<file path="src/rtl/core/baseline_trilateration_unit_assert.svh">
// assertion macros for the trilateration unit
`ifndef BASELINE_TRILATERATION_UNIT_ASSERT_SVH
`define BASELINE_TRILATERATION_UNIT_ASSERT_SVH
`ifndef ASSERT_OFF
`define BTU_ASSERT(label, clk, rst_n, prop) \
    label: assert property (@(posedge clk) disable iff (!rst_n) prop) \
        else $error("assertion failed");
`define BTU_ASSERT_ALWAYS(label, clk, prop) \
    label: assert property (@(posedge clk) prop) else $error("assertion failed");
`else
`define BTU_ASSERT(label, clk, rst_n, prop)
`define BTU_ASSERT_ALWAYS(label, clk, prop)
`endif
`endif

</file>
<file path="src/rtl/core/btu_pkg.sv">
// types and constants shared by the trilateration unit
`timescale 1ns / 1ps
package btu_pkg;
    localparam int FRAC_BITS_DEF = 16;
    localparam int MID_DEPTH     = 4;
    localparam int DIV_STAGES    = 33;
    localparam int SQRT_STAGES   = 32;

    localparam logic [1:0] ST_OK   = 2'd0;
    localparam logic [1:0] ST_ZERO = 2'd1;
    localparam logic [1:0] ST_SAT  = 2'd2;

    typedef struct packed {
        logic [64:0] num;
        logic        neg;
        logic [32:0] dvsr;
        logic        zero;
        logic [63:0] d0sq;
        logic        mirror;
    } t_mid_item;

    typedef struct packed {
        logic full;
        logic empty;
    } t_q_status;

    typedef struct packed {
        logic [31:0] x;
        logic [31:0] y;
        logic        clamped;
        logic [1:0]  status;
    } t_result;
endpackage

</file>
<file path="src/rtl/core/btu_queue.sv">
// short queue between front and back end
`timescale 1ns / 1ps
`include "baseline_trilateration_unit_assert.svh"
module btu_queue #(
    parameter int DEPTH = btu_pkg::MID_DEPTH
) (
    input  logic                 i_clk,
    input  logic                 i_rst_n,
    input  logic                 i_push,
    input  btu_pkg::t_mid_item   i_item,
    input  logic                 i_pop,
    output btu_pkg::t_q_status   o_status,
    output btu_pkg::t_mid_item   o_item
);
    localparam int AW = (DEPTH > 1) ? $clog2(DEPTH) : 1;
    localparam int CW = $clog2(DEPTH + 1);

    btu_pkg::t_mid_item r_mem [DEPTH];
    logic [AW-1:0] r_wr, r_rd;
    logic [CW-1:0] r_cnt;
    logic do_push, do_pop;

    assign o_status.full  = (r_cnt == CW'(DEPTH));
    assign o_status.empty = (r_cnt == '0);
    assign do_push = i_push && !o_status.full;
    assign do_pop  = i_pop && !o_status.empty;
    assign o_item  = r_mem[r_rd];

    always_ff @(posedge i_clk) begin
        if (!i_rst_n) begin
            r_wr  <= '0;
            r_rd  <= '0;
            r_cnt <= '0;
        end else begin
            if (do_push) begin
                r_wr <= (r_wr == AW'(DEPTH - 1)) ? '0 : r_wr + 1'b1;
            end
            if (do_pop) begin
                r_rd <= (r_rd == AW'(DEPTH - 1)) ? '0 : r_rd + 1'b1;
            end
            if (do_push && !do_pop) begin
                r_cnt <= r_cnt + 1'b1;
            end else if (do_pop && !do_push) begin
                r_cnt <= r_cnt - 1'b1;
            end
        end
    end

    always_ff @(posedge i_clk) begin
        if (do_push) begin
            r_mem[r_wr] <= i_item;
        end
    end

    `BTU_ASSERT(a_no_push_full, i_clk, i_rst_n, i_push |-> !o_status.full)
    `BTU_ASSERT(a_cnt_range, i_clk, i_rst_n, r_cnt <= CW'(DEPTH))
    `BTU_ASSERT(a_cnt_step, i_clk, i_rst_n, (do_push && !do_pop) |=> (r_cnt == $past(r_cnt) + 1'b1))
endmodule

</file>
<file path="config.mk">
export PLATFORM = sky130hd
export DESIGN_NAME = btu_queue
export DESIGN_NICKNAME = d
export VERILOG_FILES = /design/src/rtl/core/btu_pkg.sv /design/src/rtl/core/btu_queue.sv
export VERILOG_INCLUDE_DIRS = /design/src /design/src/rtl/core
export SDC_FILE = /design/constraint.sdc
export NUM_CORES = 1
export LEC_CHECK = 0
export BUFFER_PORTS_ARGS = -buffer_cell sky130_fd_sc_hd__buf_4
export CELL_PAD_IN_SITES_DETAIL_PLACEMENT = 0
export CELL_PAD_IN_SITES_GLOBAL_PLACEMENT = 1
export CORE_ASPECT_RATIO = 0.5
export CORE_MARGIN = 2
export CORE_UTILIZATION = 25
export DETAILED_ROUTE_END_ITERATION = 16
export PLACE_DENSITY_LB_ADDON = 0.08
export REMOVE_ABC_BUFFERS = 1
export SKIP_LAST_GASP = 1
export SLEW_MARGIN = 20
export SYNTH_ARGS = -nofsm -noshare
export SYNTH_HDL_FRONTEND = slang
export SYNTH_SLANG_ARGS = --single-unit
</file>
<file path="constraint.sdc">
create_clock -name i_clk -period 7.57 [get_ports i_clk]
set_clock_uncertainty 0.05 [all_clocks]
set_input_delay 1.514 -clock i_clk [delete_from_list [all_inputs] [get_ports i_clk]]
set_output_delay 1.514 -clock i_clk [all_outputs]
set_load 0.05 [all_outputs]
</file>
# Word-level counts from Yosys, hierarchy flattened
# Memories as Yosys holds them, arrays and structs flattened. A register that Yosys moved wholly into a read port is not among the register bits.
# Index checks and enable logic that the tools add are counted.
# word_totals
reg_bits	7
mem_bits_rw	660
inputBits	169
output_inout_bits	167
wordCells	29
n_memories	1
# op_classes
add_sub_neg	4
n_eq_ne	3
mux	8
n_reduce_logical	10
# mem_list
name	words	word_bits	read_ports	rd_clocked_by_memory_dff	write_ports	line	text
r_mem	4	165	1	1	1	btu_queue.sv:18	btu_pkg::t_mid_item r_mem [DEPTH];
# op_table
operator	count
$mux W2	4
$mux W3	2
$add A2 B1 Y2 const B	2
$eq A2 B2 Y1 const B	2
$logic_and A1 B1 Y1	4
$logic_not A1 Y1	4
$add A3 B1 Y3 const B	1
$eq A3 B3 Y1 const B	1
$logic_not A3 Y1	1
$sub A3 B1 Y3 const B	1
$mux W1	2
$reduce_bool A2 Y1	1

# Longest topological paths before layout
# Gate-level depths: netlist of the first run.
# depth
depth_word	7
ltp_mapped	9
mapped_depth_nobuf	8

# Worst setup path before layout of the first run
# OpenSTA, ideal clock, no wires.
# synth_timing
path_kind	input to register
start	input port i_push
end	memory r_mem[1][0] (netlist bit) (enable)
setup_time_ps	545
arrival_ps	5676
t_required_ps	6975
slack_ps	1299
path_stages	3
path_buffers	1
path_cell_list	nor2b_1 -> clkbuf_1 -> and2_1
# synth_via
elab_chain_cells	3
# synth_rtl
element	line	text
start, declared	btu_queue.sv:9	input logic i_push,
$logic_and A1 B1 Y1	btu_queue.sv:25	assign do_push = i_push && !o_status.full;
net do_push	btu_queue.sv:21	logic do_push, do_pop;
$mux W1	btu_queue.sv:50	if (do_push) begin
$mux W1 (not written as such)	btu_queue.sv:51	r_mem[r_wr] <= i_item;
end, declared	btu_queue.sv:18	
# The timed path passes the listed nets, and every way through them passes these cells.

==> impl_metrics.yaml, run 1 <==
layout:
  multi_input_area_um2: 4000
  drive_gt1_frac: 0.459
  fin_cells: 2616
  nNetsFinal: 1470
  finalInstanceArea_um2: 30500
  syn_to_final_growth_pct: 25.0
  regArea_um2: 20000
  final_common_cell: "edfxtp_1"
  fin_util: 0.318
  fillers: 9210
  final_cell_mix: "660 x edfxtp_1, 346 x buf_4, 165 x mux4_2"
logic_synthesis:
  synth_mux_area_frac: 0.153
  synth_area_um2: 24400
  yosys.area_share.simple: 0.00420
  synth_edf_count: 660
  async_flop_share: 0
  yosys.area.top_type: "edfxtp_1"
  synth_area_leaders: "edfxtp_1 81%, mux4_2 15%, buf_12 0.90%"
  synth_top_area_frac: 0.811
  ys_types: 26
  dominantRegCellSynth: "edfxtp_1"
  synth_xor_xnor_area_share: 0.000717
  ys_seq_area_frac: 0.819
  synthAdderAreaFrac: 0.00389
  synth_area_per_cell_um2: 26.8
  ys_seq_elements: 669
  synth_compound_gate_area_share: 0.00123
  yosys_warnings: 0
  synth_top_family_by_area: "multiplexers"
  postSynthCellCount: 913
timing:
  worst_pin_slew_ns: 1.07
  relSlewSlack: 0.288
  setup_viol_count_final: 0
  max_freq_mhz: 217
  final_hold_viol_count: 0
  rsz0062_at_grt: "false"
  slew_violations: 0
  finalCritPeriodShare: 0.607
  final.setup.tns_ns: 0
  period_minus_slack_ns: 4.60
  hold_ws_ns: 0.474
  layout_setup_ws_ns: 2.97
drt:
  drt_wl_total_um: 58200
  drc: 0
  wire_per_inst_um: 22.2
  via_per_inst: 4.10
  ant_nets: 0
  drtIter0Drc: 543
  vias: 10700
  dr.pass1.iters: 4
place:
  dpl_cell_area_um2: 28300
  dp_hpwl_um: 35700
  place_ws_ns: 3.13
  gp_congestion: 0.686
  numPlacedInstances: 2496
  port_buffers: 335
clock_tree:
  post_cts_resized: 0
  cts_buffers: 67
  cts_buffer_depth: 3
  post_cts_buffers: 0
  clock_latency_ns: 0.62
  cts_max_level: 3
  cts_tree: "built"
  hold_buffers: 0
  clockRootBuffer: "clkbuf_16"
  cts_sinks: 669
  cts.clk_slew.worst_paths_ns: 0.06
setup_path:
  cp_common_cell: "buf_4"
  end_kind: "output pin"
  critPathBufInv: 2
  critical_path_arrival_ns: 3.03
  critical_path_class: "reg -> out"
  cp_max_fo: 50
  required_ns: 6.01
  crit_family: "buffers and inverters"
  critical_path.slowest_cell: "dfxtp_4"
  crit_path_max_incr_delay_ns: 0.91
  crit_chain: "buf_4 > mux4_2 > buf_4"
  start_kind: "flop"
die:
  io_pins: 336
  die_w_um: 446
  die_area_um2: 100000
  die_y_um: 225
  initial_utilization: 0.254
  core_um2: 96100
  fp-row-count: 80
outcome:
  status: "finished, final reports clean"
global_route:
  overflow: 0
  grt_pass1_wl_um: 84000
  track_usage: 0.117
  antenna_found_initial: 2
  grt_pass1_vias: 11900
  grt_max_degree: 92
power_and_ir_drop:
  p_per_area_nw_per_um2: 383
  p_total_mw: 11.7
  peakVddDrop_uv: 194
  p_leak_nw: 9.93
hold_path:
  hold_path.class: "reg -> reg"
run:
  drv_cap: 0
registers in the layout, summed over array words and instances, names as in the netlist, named ones only:
register  cells
r_rd          2
r_wr          2
r_cnt         3
r_mem       660
cells by family (layout without fill, tap and decap cells):
kind of cell    count (synthesis)  in the layout
fa+ha+maj                       7              7
compound gates                  5              5
mux                           168            168
flops                         669            669
buf+inv                        42            472
xor+xnor                        2              2
other cells                     0              2
simple gates                   20             20
worst paths after layout:
check	start	to	slack (ns)	cells after the start
min reg2reg	r_wr[0]$_SDFFE_PN0P_	r_wr[0]$_SDFFE_PN0P_	0.47	2
max	flop	o_item[127]	2.97	3
max reg2reg	r_cnt[0]$_SDFFE_PN0P_	r_mem[0][22]$_DFFE_PP_	4.33	4
min	r_wr[0]$_SDFFE_PN0P_	r_wr[0]$_SDFFE_PN0P_	0.47	2
report_power, final:
part	switching [mW]	internal (mW)	total (mW)
Sequential	0.123	4.51	4.63
Combinational	2.44	1.23	3.67
Clock	1.38	2.02	3.40
Total	3.95	7.76	11.7
Yosys cell counts, types with 2 or more instances:
cell      instances
buf_8             6
nand3_1           2
and2_1            5
edfxtp_1        660
buf_12           11
mux4_2          165
buf_2            16
nor2b_1           2
nor2_1            2
nand2_1           6
ha_1              6
clkbuf_1          4
inv_1             3
o21ai_0           3
mux2i_1           3
dfxtp_1           9
area by class of cell:
class	count	area share
clock buffer	85	0.0613
antenna	2	0.000164
inverter	3	0.000369
multi-input combinational	202	0.131
clock inverter	33	0.0116
timing repair buffer	351	0.0883
sequential	669	0.655
tap	1271	0.0521
layer usage:
metal / up-vias / routed length, um / GRT usage
li1: 4722 / - / -
met1: 5774 / 21600 / 0.126
met2: 149 / 33400 / 0.225
met3: 82 / 1810 / 0.0285
met4: 0 / 1380 / 0.0325
met5: - / 0 / 0
worst min-delay path: stages (launching register included):
cell and delay (ns):
dfxtp_1 0.35, nand2_1 0.07, mux2i_1 0.06
Power figures use the tool's default switching activity.
==> inputs of run 2 (changes only) <==
Clock period 7.57 ns to 3.8 ns, I/O delays scaled along.
==> impl_metrics.yaml, run 2 (synthesis results as in run 1) <==
clock_tree:
  cts.clk_slew.worst_paths_ns: 0.06
  cts_buffers: 69
  cts_sinks: 669
  cts_tree: "built"
  post_cts_resized: 0
  cts_buffer_depth: 3
  clock_latency_ns: 0.63
  hold_buffers: 0
  clockRootBuffer: "clkbuf_16"
  cts_max_level: 3
  post_cts_buffers: 0
setup_path:
  crit_family: "flip-flops"
  critPathBufInv: 2
  start_kind: "flop"
  critical_path.slowest_cell: "dfxtp_4"
  crit_chain: "buf_12 > mux4_2 > buf_4"
  r2r-start: "r_cnt[0]$_SDFFE_PN0P_"
  crit_path_max_incr_delay_ns: 0.63
  r2r_end: "r_cnt[2]$_SDFFE_PN0P_"
  r2r_slack_ns: 1.20
  cp_max_fo: 32
  critical_path_class: "reg -> out"
  worst-r2r-cell-count: 7
  end_kind: "output pin"
  required_ns: 2.99
  critical_path_arrival_ns: 2.48
drt:
  ant_nets: 0
  via_per_inst: 4.12
  drtIter0Drc: 471
  wl_met3_um: 2010
  dr.pass1.iters: 4
  wl_met2_um: 33300
  drc: 0
  wl_met1_um: 22200
  vias: 10900
  drt_wl_total_um: 58600
  top_layer: "met4"
  wire_per_inst_um: 22.1
layout:
  final_cell_mix: "660 x edfxtp_1, 355 x buf_4, 165 x mux4_2"
  syn_to_final_growth_pct: 26.8
  fillers: 9117
  top_regs: "r_mem: 660 flops, r_cnt: 3 flops"
  drive_gt1_frac: 0.464
  largest_reg_flops: 660
  antenna_cells: 0
  nNetsFinal: 1502
  regMostFlops: "r_mem"
  fin_cells: 2653
  final_common_cell: "edfxtp_1"
  finalInstanceArea_um2: 31000
timing:
  final.setup.tns_ns: 0
  worst_pin_slew_ns: 0.789
  setup_viol_count_final: 0
  slew_violations: 0
  final_hold_viol_count: 0
  finalCritPeriodShare: 0.867
  max_freq_mhz: 304
  period_minus_slack_ns: 3.29
  relSlewSlack: 0.470
  rsz0062_at_grt: "false"
hold_path:
  whs_endpoint: "r_mem[2][86]$_DFFE_PP_"
  hold_start: "i_item[86]"
  hold_depth: 1
  hold_path.class: "in -> reg"
die:
  fp-row-count: 80
  io_pins: 336
  die_y_um: 225
  die_w_um: 446
  initial_utilization: 0.254
  die_area_um2: 100000
  core_um2: 96100
power_and_ir_drop:
  peakVddDrop_uv: 402
  p_leak_nw: 10.1
  combPwrFrac: 0.322
  p_int_mw: 15.4
  p_per_area_nw_per_um2: 756
  p_clk_frac: 0.283
  p_switching_mw: 8.00
  pwr-share-seq: 0.394
  swShare: 0.342
global_route:
  antenna_found_initial: 1
  grt_max_degree: 39
  grt_pass1_vias: 12100
  track_usage: 0.117
  grt_pass1_wl_um: 84400
  overflow: 0
run:
  drv_cap: 0
place:
  port_buffers: 335
  gp_congestion: 0.715
  numPlacedInstances: 2526
  dp_hpwl_um: 38100
  dpl_cell_area_um2: 28800
outcome:
  status: "finished, final reports clean"
## run 2: worst reg2reg max path, cell delays in order (launching register included)
cell,delay [ns]
dfxtp_1,0.37
o31ai_1,0.70
ha_1,0.32
inv_1,0.08
fa_1,0.38
xor2_1,0.15
or3_1,0.30
a21boi_0,0.17
## run 2: worst max-delay path by stage
stage | endpoint | cells past startpoint
6_report | o_item[127] | 3
5_1_grt | o_item[127] | 3
3_3_place_gp | r_cnt[2]$_SDFFE_PN0P_ | 8
4_1_cts | o_item[41] | 3
3_5_place_dp | r_cnt[2]$_SDFFE_PN0P_ | 8
2_1_floorplan | o_item[0] | 1
## run 2: layout make-up
type / count / area [um2] / area share
sequential: 669 / 20000 / 0.646
clock buffer: 87 / 1860 / 0.0600
multi-input combinational: 202 / 4000 / 0.129
tap: 1271 / 1590 / 0.0513
timing repair buffer: 381 / 3190 / 0.103
clock inverter: 40 / 325 / 0.0105
inverter: 3 / 11.3 / 0.000364
## run 2: stage by stage
step	worst slack [ns]	hold slack (ns)	util	power, mW
final	0.506	0.281	0.322	23.4
after global routing	0.306	0.218	0.322	24.4
after CTS	0.361	0.209	0.322	24.0
after detailed placement	0.951	0.456	0.300	17.2
after global placement	1.01	0.428	0.300	17.1
after floorplan	-4.79	0.418	-	14.2
## run 2: power groups by stage
stage | clock network [mW] | registers, mW | logic [mW]
after floorplan | 0 | 9.70 | 4.50
after global placement | 0 | 9.35 | 7.77
after detailed placement | 0 | 9.41 | 7.78
after CTS | 6.92 | 9.25 | 7.80
after global routing | 7.19 | 9.30 | 7.91
final | 6.63 | 9.23 | 7.55
## run 2: metal layers
metal,vias up,track usage
met5,-,0
met4,0,0.0276
met3,74,0.0296
met2,168,0.225
met1,5881,0.129
li1,4806,-
==> inputs of run 3 (changes only) <==
Settings changed: BUFFER_PORTS_ARGS -buffer_cell sky130_fd_sc_hd__buf_4 to -buffer_cell sky130_fd_sc_hd__buf_2, GPL_TIMING_DRIVEN from default to 0, SLEW_MARGIN 20 to 10.
==> impl_metrics.yaml, run 3 (synthesis results as in run 1) <==
place:
  gp_congestion: 0.660
  port_buffers: 335
  dpl_cell_area_um2: 27900
  dp_hpwl_um: 37400
layout:
  fillers: 9231
  final_cell_mix: "660 x edfxtp_1, 335 x buf_2, 165 x mux4_2"
  nNetsFinal: 1481
  final_common_cell: "edfxtp_1"
  largest_reg_flops: 660
  top_regs: "r_mem: 660 flops, r_cnt: 3 flops"
  finalInstanceArea_um2: 30200
  regMostFlops: "r_mem"
  drive_gt1_frac: 0.464
  syn_to_final_growth_pct: 23.5
run:
  drv_cap: 0
clock_tree:
  cts_tree: "built"
  clock_latency_ns: 0.63
  cts_buffers: 68
  cts.clk_slew.worst_paths_ns: 0.06
  post_cts_resized: 0
  cts_sinks: 669
  cts_buffer_depth: 3
  cts_max_level: 3
  clockRootBuffer: "clkbuf_16"
  hold_buffers: 0
die:
  die_area_um2: 100000
  die_y_um: 225
  io_pins: 336
  initial_utilization: 0.254
  die_w_um: 446
  fp-row-count: 80
  core_um2: 96100
timing:
  finalCritPeriodShare: 0.920
  relSlewSlack: 0.496
  final.setup.tns_ns: 0
  setup_viol_count_final: 0
  slew_violations: 0
  period_minus_slack_ns: 3.50
  rsz0062_at_grt: "false"
  final_hold_viol_count: 0
  worst_pin_slew_ns: 0.756
  hold_ws_ns: 0.283
  max_freq_mhz: 286
power_and_ir_drop:
  p_leak_nw: 9.82
  peakVddDrop_uv: 388
  p_per_area_nw_per_um2: 760
  p_total_mw: 22.9
setup_path:
  worst-r2r-cell-count: 5
  r2r_end: "r_mem[2][139]$_DFFE_PP_"
  r2r-start: "r_cnt[0]$_SDFFE_PN0P_"
  end_kind: "output pin"
  r2r_slack_ns: 1.23
  critical_path_arrival_ns: 2.69
  required_ns: 2.99
  cp_max_fo: 33
  start_kind: "flop"
  critical_path_class: "reg -> out"
hold_path:
  whs_endpoint: "r_mem[0][152]$_DFFE_PP_"
  hold_start: "i_item[152]"
  hold_depth: 1
  hold_path.class: "in -> reg"
global_route:
  overflow: 0
  track_usage: 0.115
  grt_pass1_vias: 12000
  antenna_found_initial: 10
  grt_pass1_wl_um: 82900
  grt_max_degree: 46
drt:
  drt_wl_total_um: 57300
  via_per_inst: 4.14
  wire_per_inst_um: 21.8
  vias: 10900
  drc: 0
  drtIter0Drc: 560
  dr.pass1.iters: 4
  ant_nets: 0
outcome:
  status: "finished, final reports clean"
## run 3: where the power goes
group	internal (mW)	total (mW)	switching (mW)
Sequential	8.98	9.18	0.205
Combinational	2.16	7.07	4.91
Clock	3.87	6.68	2.81
Total	15.0	22.9	7.93
## run 3: worst max path at each step
stage                        endpoint
final                      o_item[29]
after global routing       o_item[49]
after CTS                  o_item[29]
after detailed placement   o_item[29]
after floorplan             o_item[0]
after global placement    o_item[127]
## run 3: metrics by stage
step,worst slack [ns],cells,util
floorplan,-4.79,874,-
global placement,-9.13,2480,0.284
detailed placement,0.449,2504,0.291
CTS,0.156,2627,0.314
global route,0.0992,2628,0.314
finish,0.304,2628,0.314
## run 3: area by class of cell
class,instances,area [um2],share of cell area
Sequential cell,669,20000,0.663
Multi-Input combinational cell,202,4000,0.133
Timing Repair Buffer,361,2370,0.0786
Clock buffer,84,1800,0.0598
Tap cell,1271,1590,0.0527
Clock inverter,37,387,0.0128
Inverter,3,11.3,0.000373
Antenna cell,1,2.50,0.0000829
## run 3: worst max-delay path: stages (launching register included)
cell and delay, ns:
dfxtp_4 0.37, buf_16 0.22, buf_16 0.28, buf_16 0.31
mux4_2 0.56, buf_2 0.23
## run 3: repair_timing
action / CTS / global route
setup buffers: 2 / 0
hold endpoints to repair: 0 / 0
endpoints found under the setup margin: 33 / 0
## run 3: routing by layer
metal / vias up / track usage / share of wire
met2: 167 / 0.212 / 0.55
met4: 0 / 0.0348 / 0.025
met1: 5884 / 0.131 / 0.39
met5: - / 0 / 0
li1: 4744 / - / -
met3: 93 / 0.0282 / 0.034
